[config.mk]
export PLATFORM = sky130hd
export DESIGN_NAME = sorted_event_priority_queue
export DESIGN_NICKNAME = d
export VERILOG_FILES = /design/src/rtl/core/spq_pkg.sv /design/src/rtl/core/spq_cell.sv /design/src/rtl/core/sorted_event_priority_queue.sv
export SDC_FILE = /design/constraint.sdc
export NUM_CORES = 2
export LEC_CHECK = 0
export BUFFER_PORTS_ARGS = -buffer_cell sky130_fd_sc_hd__buf_2
export CAP_MARGIN = 20
export CORE_ASPECT_RATIO = 1.5
export CORE_MARGIN = 10
export CORE_UTILIZATION = 64
export DETAILED_ROUTE_END_ITERATION = 6
export PLACE_DENSITY = 0.92
export SLEW_MARGIN = 20
export SYNTH_ARGS = -nofsm -noshare
export SYNTH_HDL_FRONTEND = slang
export SYNTH_SLANG_ARGS = --single-unit
[constraint.sdc]
create_clock -name i_clk -period 7.1 [get_ports i_clk]
set_clock_uncertainty 0.2 [all_clocks]
set_input_delay 1.42 -clock i_clk [delete_from_list [all_inputs] [get_ports i_clk]]
set_output_delay 1.42 -clock i_clk [all_outputs]
set_load 0.01 [all_outputs]
[src/rtl/core/spq_pkg.sv]
`timescale 1ns / 1ps
// Shared types and codes for the sorted event priority queue.
// No dependencies; used by spq_cell and sorted_event_priority_queue.
package spq_pkg;

    localparam int KIND_W = 8;
    localparam int TIME_W = 32;
    localparam int OCC_W  = 5;

    typedef enum logic [1:0] {
        ST_INSERTED = 2'd0,
        ST_REMOVED  = 2'd1,
        ST_EMPTY    = 2'd2,
        ST_FULL     = 2'd3
    } t_status;

    typedef enum logic {
        OP_INSERT = 1'b0,
        OP_REMOVE = 1'b1
    } t_opcode;

    typedef struct packed {
        logic [KIND_W-1:0] kind;
        logic [TIME_W-1:0] etime;
    } t_entry;

    typedef struct packed {
        logic ins;
        logic rem;
    } t_ctrl;

endpackage

[src/rtl/core/spq_cell.sv]
`timescale 1ns / 1ps
// One slot of the sorted chain: holds an entry and its valid bit.
// Depends on spq_pkg for the entry and control types.
module spq_cell (
    input  logic            i_clk,
    input  logic            i_rst_n,
    input  spq_pkg::t_ctrl  i_ctrl,
    input  spq_pkg::t_entry i_new,
    input  spq_pkg::t_entry i_left_entry,
    input  logic            i_left_valid,
    input  logic            i_left_push,
    input  spq_pkg::t_entry i_right_entry,
    input  logic            i_right_valid,
    output spq_pkg::t_entry o_entry,
    output logic            o_valid,
    output logic            o_push
);

    spq_pkg::t_entry r_entry;
    spq_pkg::t_entry n_entry;
    logic            r_valid;
    logic            n_valid;

    // push: the new item belongs at or ahead of this slot
    assign o_push  = !r_valid || (r_entry.etime >= i_new.etime);
    assign o_entry = r_entry;
    assign o_valid = r_valid;

    always_comb begin
        n_entry = r_entry;
        n_valid = r_valid;
        if (i_ctrl.ins) begin
            if (o_push) begin
                n_entry = i_left_push ? i_left_entry : i_new;
                n_valid = r_valid | i_left_valid;
            end
        end else if (i_ctrl.rem) begin
            n_entry = i_right_entry;
            n_valid = i_right_valid;
        end
    end

    always_ff @(posedge i_clk) begin
        r_entry <= n_entry;
    end

    always_ff @(posedge i_clk) begin
        if (!i_rst_n) begin
            r_valid <= 1'b0;
        end else begin
            r_valid <= n_valid;
        end
    end

endmodule

[src/rtl/core/sorted_event_priority_queue.sv]
`timescale 1ns / 1ps
// Top level of the sorted event priority queue: a chain of spq_cell slots.
// Depends on spq_pkg and spq_cell.
//
//  channel | handshake         | payload
//  --------+-------------------+--------------------------------------------
//  command | start / busy      | i_opcode, i_event_kind, i_event_time
//  result  | o_done (strobe)   | o_status, o_out_kind, o_out_time, o_occupancy
//
// One item per cycle: every slot compares its time with the new item in
// parallel and shifts in the same cycle, so the chain update sets the rate.
// The result strobes in the cycle after the item is taken; busy stays low.
// Synchronous reset empties the chain at once by clearing the valid bits.
// The receiver cannot stall; each result is shown for one cycle only.
module sorted_event_priority_queue #(
    parameter int CAPACITY = 16
) (
    input  logic                       i_clk,
    input  logic                       i_rst_n,
    input  logic                       start,
    output logic                       busy,
    input  logic                       i_opcode,
    input  logic [spq_pkg::KIND_W-1:0] i_event_kind,
    input  logic [spq_pkg::TIME_W-1:0] i_event_time,
    output logic                       o_done,
    output logic [1:0]                 o_status,
    output logic [spq_pkg::KIND_W-1:0] o_out_kind,
    output logic [spq_pkg::TIME_W-1:0] o_out_time,
    output logic [spq_pkg::OCC_W-1:0]  o_occupancy
);

    localparam int CNT_W = $clog2(CAPACITY + 1);

    spq_pkg::t_entry            w_entry [CAPACITY];
    logic [CAPACITY-1:0]        w_valid;
    logic [CAPACITY-1:0]        w_push;
    spq_pkg::t_entry            w_new;
    spq_pkg::t_ctrl             w_ctrl;
    logic                       w_accept;
    logic                       w_full;
    logic                       w_empty;

    logic [CNT_W-1:0]           r_count;
    logic [CNT_W-1:0]           n_count;
    logic                       r_done;
    spq_pkg::t_status           r_status;
    spq_pkg::t_status           n_status;
    logic [spq_pkg::KIND_W-1:0] r_kind;
    logic [spq_pkg::KIND_W-1:0] n_kind;
    logic [spq_pkg::TIME_W-1:0] r_time;
    logic [spq_pkg::TIME_W-1:0] n_time;
    logic [CNT_W+spq_pkg::OCC_W-1:0] w_occ_ext;

    assign busy     = 1'b0;
    assign w_accept = start && !busy;
    assign w_full   = w_valid[CAPACITY-1];
    assign w_empty  = !w_valid[0];
    assign w_new    = '{kind: i_event_kind, etime: i_event_time};

    assign w_ctrl.ins = w_accept && (i_opcode == spq_pkg::OP_INSERT) && !w_full;
    assign w_ctrl.rem = w_accept && (i_opcode == spq_pkg::OP_REMOVE) && !w_empty;

    for (genvar g = 0; g < CAPACITY; g++) begin : g_cell
        spq_pkg::t_entry w_le;
        logic            w_lv;
        logic            w_lp;
        spq_pkg::t_entry w_re;
        logic            w_rv;

        if (g == 0) begin : g_head
            assign w_le = w_new;
            assign w_lv = 1'b1;
            assign w_lp = 1'b0;
        end else begin : g_mid
            assign w_le = w_entry[g-1];
            assign w_lv = w_valid[g-1];
            assign w_lp = w_push[g-1];
        end

        if (g == CAPACITY - 1) begin : g_tail
            assign w_re = w_new;
            assign w_rv = 1'b0;
        end else begin : g_body
            assign w_re = w_entry[g+1];
            assign w_rv = w_valid[g+1];
        end

        spq_cell u_cell (
            .i_clk         (i_clk),
            .i_rst_n       (i_rst_n),
            .i_ctrl        (w_ctrl),
            .i_new         (w_new),
            .i_left_entry  (w_le),
            .i_left_valid  (w_lv),
            .i_left_push   (w_lp),
            .i_right_entry (w_re),
            .i_right_valid (w_rv),
            .o_entry       (w_entry[g]),
            .o_valid       (w_valid[g]),
            .o_push        (w_push[g])
        );
    end

    always_comb begin
        n_count  = r_count;
        n_status = spq_pkg::ST_INSERTED;
        n_kind   = '0;
        n_time   = '0;
        if (i_opcode == spq_pkg::OP_INSERT) begin
            if (w_full) begin
                n_status = spq_pkg::ST_FULL;
            end else begin
                n_count = r_count + CNT_W'(1);
            end
        end else begin
            if (w_empty) begin
                n_status = spq_pkg::ST_EMPTY;
            end else begin
                n_status = spq_pkg::ST_REMOVED;
                n_kind   = w_entry[0].kind;
                n_time   = w_entry[0].etime;
                n_count  = r_count - CNT_W'(1);
            end
        end
    end

    always_ff @(posedge i_clk) begin
        if (!i_rst_n) begin
            r_count <= '0;
            r_done  <= 1'b0;
        end else begin
            r_done <= w_accept;
            if (w_accept) begin
                r_count <= n_count;
            end
        end
    end

    always_ff @(posedge i_clk) begin
        if (w_accept) begin
            r_status <= n_status;
            r_kind   <= n_kind;
            r_time   <= n_time;
        end
    end

    assign w_occ_ext   = {{spq_pkg::OCC_W{1'b0}}, r_count};
    assign o_done      = r_done;
    assign o_status    = r_status;
    assign o_out_kind  = r_kind;
    assign o_out_time  = r_time;
    assign o_occupancy = w_occ_ext[spq_pkg::OCC_W-1:0];

endmodule
# After elaboration in Yosys (flattened, before gate mapping)
# Index checks and enable logic that the tools add are counted.
# W data, S select, Z words.
# totals
regBits	704
inputBits	44
# op_classes
addsub	2
magnitude_cmp	16
n_eq_ne	18
mux	117
bitwise_logic	16
n_reduce_logical	55
# op_table
op	n
$mux W40	63
$ge A32 B32 Y1	16
$mux W1	48
$ne A2 B1 Y1 const B	17
$reduce_and A2 Y1	17
$logic_not A1 Y1	16
$logic_or A1 B1 Y1	16
$mux W5	3
$or A1 B1 Y1	15
$mux W2	3
$add A5 B1 Y5 const B	1
$sub A5 B1 Y5 const B	1
$logic_and A1 B1 Y1	4
$reduce_and A3 Y1	1
$ne A2 B2 Y1 const B	1
$reduce_bool A2 Y1	1
$not A1 Y1	1

# Depth between registers and ports, before layout
# logic_depth
ltp_word	5
ltp_mapped	11
depth_no_buf	9

# Modules after synthesis
# From an unflattened synthesis, not the netlist that was laid out.
# hier_totals
cells_unflattened	4824
area_unflattened_um2	48009.8
# by_module_without_submodules
module	n_inst	cells_each	area_per_inst_um2
spq_cell	16	293	2877.8
sorted_event_priority_queue	1	136	1965.6

# Worst setup path after synthesis
# No wires, ideal clock.
# synth_timing
path_kind	input -> register
startpoint	input i_event_time[13] (netlist bit)
endpoint	register g_cell[0].u_cell.r_entry (netlist bit g_cell[0].u_cell.o_entry[0]), enable pin
arrival_ns	5.358
slack_ns	1.091
stages	9
path_buffers	1
path_cell_list	inv_1 > ha_1 > nand4_2 > or4_1 > a221o_1 > o311ai_2 > a2111oi_4 > buf_6 > a21oi_1
# synth_via
elab_chain_cells	4
# synth_lines
item	line	source
start, declared	sorted_event_priority_queue.sv:24	input logic [spq_pkg::TIME_W-1:0] i_event_time,
$ge A32 B32 Y1	spq_cell.sv:25	assign o_push = !r_valid || (r_entry.etime >= i_new.etime);
$logic_or A1 B1 Y1	spq_cell.sv:25	
$ne A2 B1 Y1 (no line)	n/a	
$reduce_and A2 Y1 (no line)	n/a	
end signal, assigned	spq_cell.sv:44	r_entry <= n_entry;
end, declared	spq_cell.sv:19	spq_pkg::t_entry r_entry;
# No other way between the ends.
# A chain may end at the register's enable or synchronous reset.

==> run_results.csv <==
group,metric,value,unit
clock_network,clock_sinks,704,
yosys,avgSynthCellArea,9.53,sq um
pwr,power-per-cell-area,221,nW/um^2
sta,max_slew_margin,0.200,
placed_design,portBuffers,91,
clock_network,htreeDepth,3,
floorplanning,die_h,346,microns
yosys,synth_enable_flop_cells,682,
floorplanning,fp.coreArea,70100,sq um
status,violations,"design-rule violations",
global_routing,grt_pass1_vias,40994,
clock_network,cts.path.max_buffers,3,
sta,fin_crit_sh,0.720,
worst_setup_path,reg2regPathDepth,10,
global_routing,grt_max_degree,239,
pwr,total_leakage_power,18.8,nW
yosys,synth_top_cell_area_share,0.453,
yosys,ys_ff_latch,704,
worst_setup_path,worstPathArrival,5.37,ns
sta,final.min_clock_period,5.11,ns
worst_setup_path,crit_chain,"buf_2 > inv_1 > ha_1 > and4_1 > nand4_1 > nor4_1 > o21a_1 > buf_4 > o21ai_0 > a22oi_1",
yosys,async_flop_share,0,
global_routing,grt_overflow,0,
global_routing,track_usage,0.324,
yosys,synth.cell_area,45200,sq um
cells_and_area,final_nets,5149,
clock_network,post_cts_buffers,0,
floorplanning,die_x,237,microns
global_routing,grt_pass1_wl,217000,microns
sta,slew_viol_final,0,
worst_setup_path,worstSetupPathType,"in2reg",
clock_network,cts_resized,0,
cells_and_area,layout-drive-gt1-share,0.0798,
sta,rsz0062_at_grt,"false",
yosys,yosys_warnings,0,
placed_design,place_congestion,0.937,
status,status,"finished with violations",
yosys,synth_area_leaders,"edfxtp_1 (45%), ha_1 (13%), a31oi_1 (6.4%)",
floorplanning,io_pins,93,
sta,tns,0,ns
clock_network,clk_pin_slew_worst_paths,0.06,ns
worst_setup_path,crit_family,"buffers and inverters",
worst_setup_path,cp-start-kind,"primary input",
detailed_routing,drtIter0Drc,6410,
detailed_routing,drc,2,
floorplanning,die-area,81900,sq um
detailed_routing,viasPerCell,7.40,
clock_network,numCtsBuffers,67,
placed_design,dp_slack,1.51,ns
yosys,netlist_instances,4745,
yosys,synthFlopType,"edfxtp_1",
worst_setup_path,cpMaxStageDelayCell,"o21a_1",
worst_setup_path,crit_path_max_fanout,21,
hold_path,hold_class,"reg2reg",
worst_setup_path,crit_cells,10,
yosys,yosys.area.top_type,"edfxtp_1",
clock_network,cts-root-buf,"clkbuf_16",
hold_path,min_path_cells,2,
worst_setup_path,critPathCaptureType,"flip-flop",
sta,fmax,196,MHz
pwr,peakVddDrop,0.000269,V
detailed_routing,routedWlPerCell,24.8,microns
worst_setup_path,worst-endpoint-required,7.36,ns
cells_and_area,areaGrowthSynthToFinish,7.46,%
sta,setup_slack,1.99,ns
detailed_routing,dr_total_vias,41375,
sta,hold_violations,0,
worst_setup_path,slowest_delay,0.84,ns
detailed_routing,ant_nets,0,
clock_network,holdBufCountCts,0,
detailed_routing,drt_pass1_iterations,7,
yosys,yosysMostFrequentCell,"edfxtp_1",
worst_setup_path,crit_buf_inv,3,
flow_run,drv_cap,0,
cells_and_area,fill_cells,4631,
global_routing,antenna_found_initial,10,
yosys,yosys-top-cells-count,"edfxtp_1 (682), nor2_1 (526), a21oi_1 (516)",
sta,setup_viol,0,
detailed_routing,drt_wl_total,139000,microns
sta,worstMarginPinSlew,1.19,ns
clock_network,clk_latency,0.64,ns
worst_setup_path,regToRegSetupSlack,3.10,ns
yosys,yosysSeqAreaShare,0.463,
floorplanning,num_rows,119,
placed_design,dp_hpwl,95000,microns
floorplanning,initial_utilization,0.645,
yosys,synth_cell_type_count,65,
yosys,syn_nets,5273,
clock_network,tritoncts,"built",
==> metal layers <==
layer	GRT usage	vias to the layer above	wire length, microns
met5	0	-	10
met4	0.236	2	10500
met3	0.0640	868	16700
met2	0.533	3627	66400
met1	0.369	19161	45000
li1	-	17717	-
==> layout by cell type (no fill, tap or decap), types with 9 or more instances in the layout <==
cell type / instances
a22oi_1: 13
a21o_1: 73
o21ai_0: 293
nor3_1: 42
mux2_2: 37
and3_1: 51
o211ai_1: 49
a31oi_1: 456
mux2i_1: 40
ha_1: 483
nor2_1: 522
and2_1: 15
inv_1: 68
nor2b_1: 26
dfxtp_1: 22
clkbuf_1: 14
clkinv_2: 15
buf_4: 92
nand3_1: 77
a211oi_1: 11
buf_2: 91
edfxtp_1: 682
clkinv_1: 13
and4_1: 31
clkbuf_16: 73
a21oi_1: 511
nand2b_1: 13
nand2_1: 475
o21ai_1: 164
a221o_1: 14
nand4_1: 59
o221a_2: 12
o21a_1: 9
==> tightest hold or removal path, stage by stage (launching register included) <==
cell and delay, ns:
dfxtp_1 0.33, nand2_1 0.06, a21boi_0 0.06
==> flip-flops by register name, indices dropped and copies added, names as in the netlist <==
register               count
o_status                   2
o_out_time                32
o_occupancy                5
o_done                     1
g_cell.u_cell.o_entry    640
o_out_kind                 8
g_cell.u_cell.o_valid     16
==> worst paths after layout <==
| check | from | endpoint |
|---|---|---|
| worst max register to register | g_cell[6].u_cell.o_entry[0] | g_cell[6].u_cell.o_entry[15] |
| worst min register to register | o_occupancy[3] | o_occupancy[3] |
| worst min-delay path | o_occupancy[3] | o_occupancy[3] |
| worst max-delay path | i_event_time[30] | g_cell[13].u_cell.o_entry[0] |
==> power by group <==
part           total (W)  internal [W]  switching [W]  leakage (nW)
combinational    0.00190      0.000655        0.00124          11.2
clock            0.00367       0.00203        0.00164          1.06
sequential       0.00517       0.00495       0.000228          6.59
==> cells by family (layout without fill, tap and decap cells) <==
family,Yosys count,in the layout,share of synthesized area
XOR/XNOR,4,4,0.000775
buffers and inverters,450,378,0.0388
other,1,9,0.0000829
AND/OR/NAND/NOR,1348,1348,0.130
multiplexers,79,79,0.0186
adder cells (fa/ha/maj),484,484,0.134
flip-flops,704,704,0.463
AO/OA/AOI/OAI,1675,1675,0.215
==> final cells by class <==
class / count / area (sq um) / area share
multi-input combinational: 3591 / 22900 / 0.471
antenna: 8 / 20.0 / 0.000412
timing repair buffer: 188 / 1250 / 0.0256
clock inverter: 33 / 251 / 0.00517
inverter: 69 / 259 / 0.00533
clock buffer: 88 / 1890 / 0.0390
sequential: 704 / 20900 / 0.430
tap: 907 / 1130 / 0.0234
==> metrics by stage <==
stage	hold WS (ns)	std cells	util	total power (W)	area, sq um
2_1_floorplan	0.273	4745	-	0.00645	45200
3_3_place_gp	0.271	5459	0.662	0.00690	46400
3_5_place_dp	0.289	5459	0.662	0.00703	46400
4_1_cts	0.298	5580	0.693	0.0106	48600
5_1_grt	0.321	5587	0.693	0.0111	48600
6_report	0.302	5588	0.693	0.0107	48600
Power figures use the tool's default switching activity.
